==> src/hdl/wfcf_pkg.sv <==
`default_nettype none
// ----------------------------------------------------------------------------
// wfcf_pkg
// Types and constants for the 802.11 frame capture filter: beat layouts,
// category codes, register indexes and frame-control codes.
// ----------------------------------------------------------------------------
package wfcf_pkg;

	// Longest capture entry in bytes, FCS removed
	localparam logic [11:0] MAX_CAPTURE_BYTES = 12'd1514;

	// Length limits and FCS size in bytes
	localparam logic [11:0] MIN_FRAME_LEN  = 12'd14;
	localparam logic [11:0] MIN_FILTER_LEN = 12'd28;
	localparam logic [11:0] FCS_LEN        = 12'd4;

	// Frame-control codes
	localparam logic [7:0] FC_ACK        = 8'hd4;
	localparam logic [7:0] FC_ASSOC_RSP  = 8'h10;
	localparam logic [7:0] FC_REASSOC_RSP = 8'h30;
	localparam logic [7:0] FC_DISASSOC   = 8'ha0;
	localparam logic [7:0] FC_AUTH       = 8'hb0;
	localparam logic [7:0] FC_DEAUTH     = 8'hc0;
	localparam logic [7:0] FC_TYPE_MASK  = 8'h0c;
	localparam logic [7:0] FC_TYPE_DATA  = 8'h08;
	localparam logic [7:0] FC_DATA       = 8'h08;
	localparam logic [7:0] FC_QOS_DATA   = 8'h88;

	// Result categories
	localparam logic [2:0] CAT_IGNORED   = 3'd0;
	localparam logic [2:0] CAT_ACK       = 3'd1;
	localparam logic [2:0] CAT_MGMT      = 3'd2;
	localparam logic [2:0] CAT_DATA_SEEN = 3'd3;
	localparam logic [2:0] CAT_DATA_KEPT = 3'd4;

	// Configuration register indexes
	localparam logic [1:0] REG_OWN_MAC       = 2'd0;
	localparam logic [1:0] REG_HOST_MAC      = 2'd1;
	localparam logic [1:0] REG_CAPTURE_QUIET = 2'd2;

	typedef struct packed {
		logic [7:0]  frame_control;
		logic [47:0] receiver_addr;
		logic [47:0] transmitter_addr;
		logic [11:0] frame_length;
		logic        queue_has_room;
	} frame_in_t;

	typedef struct packed {
		logic [2:0]  category;
		logic        capture_written;
		logic [11:0] capture_length;
		logic [31:0] ack_count;
		logic [31:0] mgmt_count;
		logic [31:0] data_seen_count;
		logic [31:0] data_kept_count;
		logic [31:0] drop_count;
	} frame_out_t;

endpackage
`default_nettype wire

==> src/hdl/wifi_frame_capture_filter.sv <==
`default_nettype none
// ----------------------------------------------------------------------------
// wifi_frame_capture_filter
// Classifies received 802.11 frames by frame control, addresses and length,
// keeps five wrapping counters and flags which frames go to the capture queue.
// ----------------------------------------------------------------------------
//
//   channel   signals                      direction   beat
//   in        in_valid/in_stall/in_data    to block    one frame header
//   out       out_valid/out_stall/out_data from block  one classification
//   cfg       cfg_valid/cfg_ready/...      to block    one register write
//
// A frame header is taken into the input stage, classified there and the
// result lands in the output register, one frame per cycle while the output
// is not stalled; the counters are committed as the result moves on.
// Reset clears the counters, the configuration and both stage valids.
// A stalled output holds its beat; the input stage still fills if empty.
// cfg_ready is always high.
module wifi_frame_capture_filter
	import wfcf_pkg::*;
(
	input  wire logic       clk,
	input  wire logic       arst_n,
	input  wire logic       in_valid,
	output logic            in_stall,
	input  wire frame_in_t  in_data,
	output logic            out_valid,
	input  wire logic       out_stall,
	output frame_out_t      out_data,
	input  wire logic       cfg_valid,
	output logic            cfg_ready,
	input  wire logic [1:0] cfg_index,
	input  wire logic [47:0] cfg_data
);

	logic        valid_s1;
	frame_in_t   frame_s1;
	logic        out_valid_q;
	frame_out_t  out_q;
	logic [47:0] own_mac_q;
	logic [47:0] host_mac_q;
	logic        quiet_q;
	logic [31:0] acks_q;
	logic [31:0] mgmt_q;
	logic [31:0] dseen_q;
	logic [31:0] dkept_q;
	logic [31:0] drop_q;

	logic        advance;
	logic        accept;
	frame_out_t  result;
	logic        to_us;
	logic        from_host;
	logic        is_mgmt;
	logic        is_data;
	logic        hit_ack;
	logic        hit_mgmt;
	logic        hit_dseen;
	logic        hit_dkept;
	logic        want_capture;
	logic        too_long;
	logic        written;
	logic        dropped;
	logic [11:0] clen;

	assign advance   = !out_valid_q || !out_stall;
	assign in_stall  = valid_s1 && !advance;
	assign accept    = in_valid && !in_stall;
	assign out_valid = out_valid_q;
	assign out_data  = out_q;
	assign cfg_ready = 1'b1;

	// Classify the frame held in the input stage
	always_comb begin
		to_us     = frame_s1.receiver_addr == own_mac_q;
		from_host = frame_s1.transmitter_addr == host_mac_q;
		is_mgmt   = frame_s1.frame_control == FC_ASSOC_RSP
			|| frame_s1.frame_control == FC_REASSOC_RSP
			|| frame_s1.frame_control == FC_DISASSOC
			|| frame_s1.frame_control == FC_AUTH
			|| frame_s1.frame_control == FC_DEAUTH;
		is_data   = (frame_s1.frame_control & FC_TYPE_MASK) == FC_TYPE_DATA;
		hit_ack   = 1'b0;
		hit_mgmt  = 1'b0;
		hit_dseen = 1'b0;
		hit_dkept = 1'b0;
		if (frame_s1.frame_length >= MIN_FRAME_LEN) begin
			priority if (frame_s1.frame_control == FC_ACK && to_us) begin
				hit_ack = 1'b1;
			end else if (frame_s1.frame_length >= MIN_FILTER_LEN && from_host) begin
				priority if (is_mgmt && to_us) begin
					hit_mgmt = 1'b1;
				end else if (is_data) begin
					hit_dseen = 1'b1;
					hit_dkept = (frame_s1.frame_control == FC_DATA
						|| frame_s1.frame_control == FC_QOS_DATA) && to_us;
				end else begin
					// other frame types from the host stay ignored
				end
			end else begin
				// short or foreign frames stay ignored
			end
		end
		clen         = frame_s1.frame_length - FCS_LEN;
		too_long     = clen > MAX_CAPTURE_BYTES;
		want_capture = (hit_ack || hit_mgmt || hit_dkept) && !quiet_q;
		dropped      = want_capture && (too_long || !frame_s1.queue_has_room);
		written      = want_capture && !dropped;

		priority if (hit_ack) begin
			result.category = CAT_ACK;
		end else if (hit_mgmt) begin
			result.category = CAT_MGMT;
		end else if (hit_dkept) begin
			result.category = CAT_DATA_KEPT;
		end else if (hit_dseen) begin
			result.category = CAT_DATA_SEEN;
		end else begin
			result.category = CAT_IGNORED;
		end
		result.capture_written = written;
		result.capture_length  = written ? clen : 12'd0;
		result.ack_count       = acks_q + {31'd0, hit_ack};
		result.mgmt_count      = mgmt_q + {31'd0, hit_mgmt};
		result.data_seen_count = dseen_q + {31'd0, hit_dseen};
		result.data_kept_count = dkept_q + {31'd0, hit_dkept};
		result.drop_count      = drop_q + {31'd0, dropped};
	end

	// Hold stage valids, counters and configuration
	always_ff @(posedge clk or negedge arst_n) begin
		if (!arst_n) begin
			valid_s1    <= 1'b0;
			out_valid_q <= 1'b0;
			own_mac_q   <= '0;
			host_mac_q  <= '0;
			quiet_q     <= 1'b0;
			acks_q      <= '0;
			mgmt_q      <= '0;
			dseen_q     <= '0;
			dkept_q     <= '0;
			drop_q      <= '0;
		end else begin
			// Write configuration
			if (cfg_valid) begin
				unique case (cfg_index)
					REG_OWN_MAC:       own_mac_q  <= cfg_data;
					REG_HOST_MAC:      host_mac_q <= cfg_data;
					REG_CAPTURE_QUIET: quiet_q    <= cfg_data[0];
					default: ;
				endcase
			end
			// Fill the input stage
			if (accept) begin
				valid_s1 <= 1'b1;
			end else if (advance) begin
				valid_s1 <= 1'b0;
			end
			// Advance into the output register and commit counters
			if (advance) begin
				out_valid_q <= valid_s1;
				if (valid_s1) begin
					acks_q  <= result.ack_count;
					mgmt_q  <= result.mgmt_count;
					dseen_q <= result.data_seen_count;
					dkept_q <= result.data_kept_count;
					drop_q  <= result.drop_count;
				end
			end
		end
	end

	// Payload registers
	always_ff @(posedge clk) begin
		if (accept) begin
			frame_s1 <= in_data;
		end
		if (advance && valid_s1) begin
			out_q <= result;
		end
	end

endmodule
`default_nettype wire
==> config.mk <==
export PLATFORM = sky130hd
export DESIGN_NAME = wifi_frame_capture_filter
export DESIGN_NICKNAME = d
export VERILOG_FILES = /design/src/hdl/wfcf_pkg.sv /design/src/hdl/wifi_frame_capture_filter.sv
export SDC_FILE = /design/constraint.sdc
export NUM_CORES = 1
export LEC_CHECK = 0
export CORE_MARGIN = 3
export CORE_UTILIZATION = 45
export CTS_BUF_LIST = sky130_fd_sc_hd__clkbuf_8 sky130_fd_sc_hd__clkbuf_16
export DETAILED_ROUTE_END_ITERATION = 8
export DONT_BUFFER_PORTS = 1
export PLACE_DENSITY = 0.59
export SLEW_MARGIN = 20
export SYNTH_ARGS = -nofsm -noshare
export SYNTH_HDL_FRONTEND = slang
export SYNTH_SLANG_ARGS = --single-unit
==> constraint.sdc <==
create_clock -name clk -period 17.1 [get_ports clk]
set_input_delay 0.855 -clock clk [delete_from_list [all_inputs] [get_ports clk]]
set_output_delay 0.855 -clock clk [all_outputs]
set_load 0.1 [all_outputs]
; ---- Yosys cells after proc, flatten, opt, wreduce, memory -nomap -nowiden
; Index checks and enable logic that the tools add are counted.
[totals]
register_bits = 552
input_bits = 172
elab_cells = 100
output_inout_bits = 179
[classes]
order_cmp = 3
muxes = 21
reduce_logical = 33
n_eq_ne = 13
add_sub_neg = 6
[op_table]
columns = operator, count
row1 = adder 32 x 1 -> 32 bit, 5
row2 = equality test 48 bit, 2
row3 = equality test 8 bit (second input constant), 5
row4 = two-way mux 1 bit, 18
row5 = >= comparator 12 x 4 -> 1 bit (second input constant), 1
row6 = >= comparator 12 x 5 -> 1 bit (second input constant), 1
row7 = greater-than comparator 12 x 11 -> 1 bit (second input constant), 1
row8 = subtractor 12 x 3 -> 12 bit (second input constant), 1
row9 = logical AND 1 bit, 10
row10 = logical OR 1 bit, 9
row11 = equality test 8 x 4 -> 1 bit (second input constant), 1
row12 = equality test 8 x 5 -> 1 bit (second input constant), 1
row13 = equality test 8 x 6 -> 1 bit (second input constant), 1
row14 = AND reduction 2 bit, 4
row15 = zero test 1 bit, 7
row16 = equality test 2 bit (second input constant), 2
row17 = two-way mux 2 bit, 2
row18 = two-way mux 3 bit, 1
row19 = equality test 2 x 1 -> 1 bit (second input constant), 1
row20 = zero test 2 bit, 1
row21 = nonzero test 2 bit, 1
row22 = OR reduction 2 bit, 1

; ---- Depth between registers and ports, before layout
; Gate-level depths: netlist of run 1.
[depth]
depth_word = 16
mapped_depth = 19
depth_no_buf = 17

; ---- Least setup slack after synthesis of run 1
; OpenSTA, ideal clock, no wires.
[synth_timing]
path_kind = reg-to-reg
startpoint = register out_valid_q, in the netlist out_valid
endpoint = register out_q (netlist bit out_data[0]) (enable)
setup_time_ns = 0.609
synth_period_minus_slack_ns = 6.967
path_slack_ns = 10.133
t_arrival_ns = 6.357
path_buffers = 2
required_time_ns = 16.491
stages_incl_launch_ff = 6
cell_sequence = dfrtp_1 nand2_1 nand2_1 inv_1 clkbuf_1 clkbuf_1
[synth_between]
elab_chain_len = 3
[synth_lines]
columns = element, line_no
row1 = start: declaration, wifi_frame_capture_filter.sv:38  ; logic out_valid_q;
row2 = start signal: assignment, wifi_frame_capture_filter.sv:161  ; out_valid_q <= valid_s1;
row3 = zero test 1 bit, wifi_frame_capture_filter.sv:66  ; assign advance = !out_valid_q || !out_stall;
row4 = logical OR 1 bit, wifi_frame_capture_filter.sv:66
row5 = logical AND 1 bit, wifi_frame_capture_filter.sv:178  ; if (advance && valid_s1) begin
row6 = end signal: assignment, wifi_frame_capture_filter.sv:179  ; out_q <= result;
row7 = end: declaration, wifi_frame_capture_filter.sv:39  ; frame_out_t out_q;
; No other way between the ends.
; A chain may end at the register's enable or synchronous reset.

==> summary.md, run 1 <==
| Metric | Value |
|---|---|
| Register Area | `15280 um^2` |
| ANT nets after route | `0` |
| Initial DRC count | `around 770` |
| Distinct cells, synth | `between 40 and 50` |
| #FFs+latches synth | `approximately 550` |
| Leakage power | `10.53 nW` |
| Starting density of the core | `45.84%` |
| DRC errors left | `0` |
| DRT Pass-1 Iters | `5` |
| Finished Layout Cells | `between 2000 and 2500` |
| Cells after DPL | `about 2300` |
| Status | `complete, no violations` |
| R2r setup slk | `about 12000 ps` |
| Most frequent cells in the layout | `edfxtp_1 (293), dfrtp_1 (259), xnor2_1 (209), xor2_1 (196), nand2_1 (151)` |
| Ys Warns | `0` |
| Worst Setup End Kind | `register` |
| CTS root buf | `clkbuf_16` |
| Max Fclk | `0.1935 GHz` |
| Via count | `approximately 12000` |
| Worst VDD drop | `a little under 0.09 mV` |
| Top Ports | `roughly 350` |
| Synthesized area | `between 20000 and 25000 um^2` |
| Clk sinks | `between 500 and 600` |
| Clk_lat worst skew | `around 600 ps` |
| Layout Nets | `between 1500 and 2000` |
| First-pass GRT wire length | `74.09 mm` |
| Fillers | `approximately 4300` |
| TritonCTS clock tree | `done` |
| Total Routed Length | `48.58 mm` |
| Gpl congestion | `roughly 0.83` |
| Crit Path Class | `register to register` |
| Worst r2r dst | `out_data[31]` |
| GRT Overall Usage | `approximately 18%` |
| Hold Path Class | `input pin to async pin` |
| RSZ-0062 raised after global routing | `no` |
| H-tree levels | `2` |
| Pwr dens | `between 100 and 150 nW/um^2` |
| Worst-Margin Slew | `1054 ps` |
| Layout cell share with drive strength beyond 1 | `between 10% and 20%` |
| Synth Net Count | `about 1900` |
| Hold WS | `between 60 and 70 ps` |
| Max-Cap Viols | `0` |
| Hpwl dp | `33.38 mm` |
| Startpoint Class | `register` |
| Skew final | `about 23 ps` |
| Core area | `50580 um^2` |
| Largest net degree at the start of global routing | `260` |
| Die area | `54290 um^2` |
| Avg Inst Size Synth | `13.66 um^2` |
| Post-cts gate resize count | `0` |
| Initial antenna violation count | `15` |
| CTS Buf Count | `58` |
| Final Hold Fails | `0` |
| Commonest non-fill, non-tap cell in the layout | `edfxtp_1` |
| Setup Viol. Count Final | `0` |
| Via density | `between 5 and 6` |
| WP data required | `between 15000 and 20000 ps` |
| Critical R2R Launch | `own_mac_q[45]` |
| Critical path arrival | `about 5500 ps` |
| Post-synthesis sequential area ratio | `~66%` |
| Gr ovfl total | `0` |
| I/O Buffers | `0` |
| Multi-input gate area | `7614 um^2` |
| Drt wl/cell | `roughly 20 um` |
| Chip Height | `around 230 um` |
| Worst slew margin | `29.88%` |
| Crit path max fanout | `13` |
| Final period utilization | `around 30%` |
| Max clock buf depth | `3` |
| Fin crit period | `between 5000 and 6000 ps` |
| Site row count | `a little over 80` |
| Cell count after synthesis | `1697` |
| Worst-path clk slew | `60 ps` |
| Area delta synth->final | `11.33%` |
| Vias in the first global route | `~12000` |
| Chip width | `233 um` |
| Final TNS setup | `0 ps` |
| FF-to-FF path depth | `15` |
| Slew Viols, Final | `0` |
-- Yosys cell counts, drive strengths merged --
cell type / n / area, um^2
or4: 5 / 45.04
a211oi: 1 / 7.510
nor4: 33 / 234.0
nor2: 120 / 450.4
or2: 4 / 25.03
nand2b: 12 / 75.07
o21ba: 1 / 10.01
nand4: 54 / 337.8
o32ai: 1 / 8.760
clkbuf: 46 / 172.7
o31ai: 1 / 12.51
xor2: 196 / 1717
inv: 12 / 45.04
and4: 5 / 43.79
a32o: 1 / 10.01
a32oi: 1 / 8.760
ha: 13 / 162.7
nor4bb: 1 / 10.01
and2: 7 / 43.79
edfxtp: 293 / 8798
mux2: 97 / 1092
nand2: 152 / 570.6
buf: 18 / 92.59
nand3b: 3 / 22.52
o21ai: 3 / 15.01
and3: 14 / 87.58
dfrtp: 259 / 6481
nor4b: 3 / 38.79
and4b: 2 / 20.02
nor3: 40 / 210.2
or3: 8 / 50.05
nor3b: 3 / 22.52
mux2i: 1 / 10.01
xnor2: 209 / 1831
conb: 2 / 7.510
a2111oi: 2 / 23.77
nand3: 71 / 380.4
a21oi: 3 / 15.01
-- cells by family after synthesis --
logic type               count (synthesis)  share of synthesized area [%]
multiplexers                            98                          4.754
adder cells (fa/ha/maj)                 13                         0.7015
buffers and inverters                   76                          1.338
XOR/XNOR                               405                          15.30
flip-flops                             552                          65.89
AND/OR/NAND/NOR                        537                          11.50
AO/OA/AOI/OAI                           14                         0.4802
other                                    2                        0.03239
-- metal layers --
metal | vias up | GRT usage [%] | part of all wire, %
met5 | - | 0 | 0.27
met4 | 20 | 5.677 | 2.7
met3 | 88 | 6.452 | 7.8
met2 | 312 | 28.51 | 48
met1 | 5980 | 22.32 | 41
li1 | 5937 | - | -
-- state kept, by name (all words and copies together), names as in the netlist, 32 cells and up --
signal	flops
acks_q	32
dkept_q	32
drop_q	32
dseen_q	32
frame_s1	117
host_mac_q	48
mgmt_q	32
out_data	176
own_mac_q	48
-- worst max-delay path, stage by stage (launching register included) --
cell	delay, ps
dfrtp_1	390
xnor2_1	460
nand4_1	190
nor4_1	340
nand4_1	260
a2111oi_2	620
o31ai_2	310
o21ba_2	340
ha_1	230
nand2_1	130
nor3_2	400
nand4_1	280
or4_4	510
nor2_1	210
nand3_1	120
xnor2_1	130
-- cell type report --
| class | instances | area share (%) |
|---|---|---|
| repair buffers | 9 | 0.5089 |
| multi-input cells | 1069 | 29.49 |
| diodes | 5 | 0.04847 |
| clock inverters | 44 | 1.265 |
| inverters | 12 | 0.2036 |
| flip-flops and latches | 552 | 59.19 |
| clock buffers | 65 | 6.039 |
| well taps | 672 | 3.257 |
-- what timing repair did --
action	in CTS	in global routing
hold endpoints to repair	259	0
hold buffers	1	0
setup buffers	0	0
-- worst max path at each step --
| stage | endpoint | slack (ps) | depth (start not counted) | start |
|---|---|---|---|---|
| after floorplan | out_data[0] | 10130 | 5 | out_valid |
| after global placement | out_data[31] | 11780 | 15 | frame_s1[106] |
| after detailed placement | out_data[31] | 11740 | 15 | own_mac_q[45] |
| after CTS | out_data[31] | 11740 | 15 | own_mac_q[45] |
| after global routing | out_data[31] | 11510 | 15 | own_mac_q[45] |
| final | out_data[31] | 11930 | 15 | own_mac_q[45] |
-- where the power goes --
part	total [mW]	internal [mW]	switching (mW)
registers	1.73	1.50	0.230
logic	0.167	0.0731	0.0938
clock network	1.24	0.724	0.512
total	3.13	2.30	0.835
-- metrics by stage --
stage	setup WS [ps]	util [%]	cell area (um^2)	total power [mW]
detailed placement	11740	47.12	23830	1.914
global route	11510	51.03	25810	3.252
global placement	11780	47.12	23830	1.908
floorplan	10130	-	23190	1.868
finish	11930	51.04	25820	3.132
CTS	11740	50.90	25740	3.179
(Power assumes the default switching activity.)
==> inputs of run 2 (changes only) <==
PLACE_DENSITY = 0.61   (was 0.59)
clock period = 4.5 ns   (was 17.1 ns; I/O delays follow)
==> run 2 against run 1 <==
The flow now finishes with violations (hold timing). Die area stayed put. Sequential share of layout area down 4.1 points. Sequential cell count did not move. Global-route usage up 0.91 points.
==> summary.md, run 2 (synthesized netlist as in run 1, its figures left out) <==
| Metric | Value |
|---|---|
| Max clock buf depth | `3 (unchanged)` |
| Worst Setup End Kind | `register (unchanged)` |
| Status | `finished, violations left (was complete, no violations)` |
| Skew final | `25.57 ps (was 23.15 ps)` |
| I/O Buffers | `0 (unchanged)` |
| Setup Viol. Count Final | `0 (unchanged)` |
| Via count | `13178 (was 12337)` |
| Worst-Margin Slew | `1078 ps (was 1054 ps)` |
| Crit Path Class | `register to register (unchanged)` |
| Cell breakdown of the critical path | `or4_1 > nor4_2 > a211oi_2 > and4b_1 > o31ai_2 > o21ba_2 > ha_1 > and3_1 > and3_1 > buf_4 > and3_1 > and3_1 > and3_1 > xor2_1 (was xnor2_1 > nand4_1 > nor4_1 > nand4_1 > a2111oi_2 > o31ai_2 > o21ba_2 > ha_1 > nand2_1 > nor3_2 > nand4_1 > or4_4 > nor2_1 > nand3_1 > xnor2_1)` |
| Max reg flops | `176 (unchanged)` |
| Layout Nets | `2085 (was 1887)` |
| Worst VDD drop | `0.3382 mV (was 0.08892 mV)` |
| Fin crit period | `4221 ps (was 5168 ps)` |
| Hpwl dp | `34.18 mm (was 33.38 mm)` |
| WP data required | `4860 ps (was 17450 ps)` |
| DRT Pass-1 Iters | `5 (unchanged)` |
| Site row count | `82 (unchanged)` |
| Startpoint Class | `register (unchanged)` |
| Crit path max fanout | `5 (was 13)` |
| H-tree levels | `2 (unchanged)` |
| Critical path arrival | `4580 ps (was 5520 ps)` |
| Post-route setup slack | `279.2 ps (was 11930 ps)` |
| CP dominant cell by count | `and3_1 (was nand4_1)` |
| Chip width | `233 um (unchanged)` |
| Vias in the first global route | `13771 (was 12409)` |
| Max-Cap Viols | `0 (unchanged)` |
| First-pass GRT wire length | `78.83 mm (was 74.09 mm)` |
| CP max-delay cell | `or4_1 (was a2111oi_2)` |
| Pwr dens | `431.5 nW/um^2 (was 121.3 nW/um^2)` |
| GRT Overall Usage | `18.63% (was 17.71%)` |
| Top Ports | `351 (unchanged)` |
| TritonCTS clock tree | `done (unchanged)` |
| Gr ovfl total | `0 (unchanged)` |
| Initial DRC count | `714 (was 774)` |
| Total Routed Length | `50.51 mm (was 48.58 mm)` |
| CTS root buf | `clkbuf_16 (unchanged)` |
| Max Fclk | `0.2369 GHz (was 0.1935 GHz)` |
| Worst-path clk slew | `60 ps (about the same)` |
| Most frequent cells in the layout | `edfxtp_1 (293), dfrtp_1 (259), xnor2_1 (209), xor2_1 (196), dlygate4sd3_1 (171) (was edfxtp_1 (293), dfrtp_1 (259), xnor2_1 (209), xor2_1 (196), nand2_1 (151))` |
| Slew Viols, Final | `0 (unchanged)` |
| CP max stage delay | `620 ps (about the same)` |
| Worst slew margin | `28.27% (was 29.88%)` |
| Largest net degree at the start of global routing | `260 (unchanged)` |
| DRC errors left | `0 (unchanged)` |
| Initial antenna violation count | `5 (was 15)` |
| Area delta synth->final | `19.61% (was 11.33%)` |
| Clk_lat worst skew | `610 ps (was 600 ps)` |
| Die area | `54290 um^2 (unchanged)` |
| Worst Setup SP | `frame_s1[9] (was own_mac_q[45])` |
| # hold bufs at CTS | `171 (was 1)` |
| Gpl congestion | `0.8123 (was 0.8345)` |
| ANT nets after route | `0 (unchanged)` |
| Hold WS | `-681.5 ps (was 62.65 ps)` |
| Layout cell share with drive strength beyond 1 | `12.72% (was 11.99%)` |
| Leakage power | `11.38 nW (was 10.53 nW)` |
| Failing checks | `hold timing` |
| Core area | `50580 um^2 (unchanged)` |
| Critical R2R Launch | `frame_s1[9] (was own_mac_q[45])` |
| Starting density of the core | `45.84% (unchanged)` |
| Via density | `5.018 (was 5.081)` |
| Chip Height | `233 um (unchanged)` |
| Final period utilization | `93.80% (was 30.22%)` |
| Drt wl/cell | `19.23 um (was 20.01 um)` |
| Commonest non-fill, non-tap cell in the layout | `edfxtp_1 (unchanged)` |
| Clk sinks | `552 (unchanged)` |
| CTS Buf Count | `58 (unchanged)` |
| Hold Path Class | `input pin to async pin (unchanged)` |
| Final Hold Fails | `259 (was 0)` |
| Place WS | `-67.48 ps (was 11740 ps)` |
## run 2: cell types whose count changed in the layout (fill, tap and decap cells not counted), sizes merged
| cell | previous run | this run |
|---|---|---|
| clkbuf | 65 | 67 |
| clkinv | 20 | 19 |
| clkinvlp | 1 | 3 |
| dlygate4sd3 | 0 | 171 |
| diode | 5 | 4 |
| buf | 9 | 36 |
| bufinv | 5 | 3 |
## run 2: cell type report
| class | instances | area (um^2) |
|---|---|---|
| diodes | 4 | 10.01 |
| clock buffers | 67 | 1587 |
| inverters | 12 | 52.55 |
| fillers | 4135 | 22840 |
| flip-flops and latches | 552 | 15280 |
| well taps | 672 | 840.8 |
| multi-input cells | 1069 | 7642 |
| repair buffers | 207 | 2019 |
| clock inverters | 43 | 305.3 |
## run 2: metal layers
| metal | GRT usage, % | up-vias | share of wire, % |
|---|---|---|---|
| li1 | - | 6326 | - |
| met2 | 30.52 | 340 | 49 |
| met4 | 6.447 | 2 | 2.9 |
| met5 | 0 | - | 0.026 |
| met1 | 24.26 | 6422 | 43 |
| met3 | 4.567 | 88 | 5.9 |
## run 2: report_power, final
group | leakage (nW) | total [mW] | internal (mW) | switching (mW)
sequential | 6.29 | 6.58 | 5.70 | 0.881
combinational | 4.09 | 0.750 | 0.385 | 0.365
clock | 0.997 | 4.64 | 2.68 | 1.95
total | 11.4 | 12.0 | 8.77 | 3.20
## run 2: timing repair
item / CTS / global route
resized for setup: 1 / 4
pin swaps: 0 / 2
hold endpoints to repair: 475 / 259
buffers inserted: 0 / 0
setup endpoints to repair: 3 / 33
## run 2: critical path: cells and delay by family (launching register included)
kind,cells,cell delay [ps]
AO/OA/AOI/OAI,3,730
XOR/XNOR,1,140
adder cells (fa/ha/maj),1,220
buffers and inverters,1,160
flip-flops,1,390
AND/OR/NAND/NOR,8,2340
## run 2: worst paths after layout
kind	end	slack (ps)	cells past startpoint
worst max-delay path	out_data[16]	280	14
worst min-delay path	mgmt_q[15]	-680	0
worst max register to register	out_data[16]	280	14
worst min register to register	mgmt_q[0]	490	2
max in group asynchronous	host_mac_q[1]	4830	0
min in group clk	frame_s1[9]	230	2
## run 2: metrics by stage
step	cells	setup TNS, ps	power (mW)	cell area (um^2)	utilization [%]
floorplan	1697	0	7.083	23190	-
global placement	2341	0	7.267	24090	47.64
detailed placement	2341	-146.1	7.293	24090	47.64
CTS	2622	0	12.11	27700	54.77
global route	2626	-37.72	12.41	27740	54.84
finish	2626	0	11.97	27740	54.84
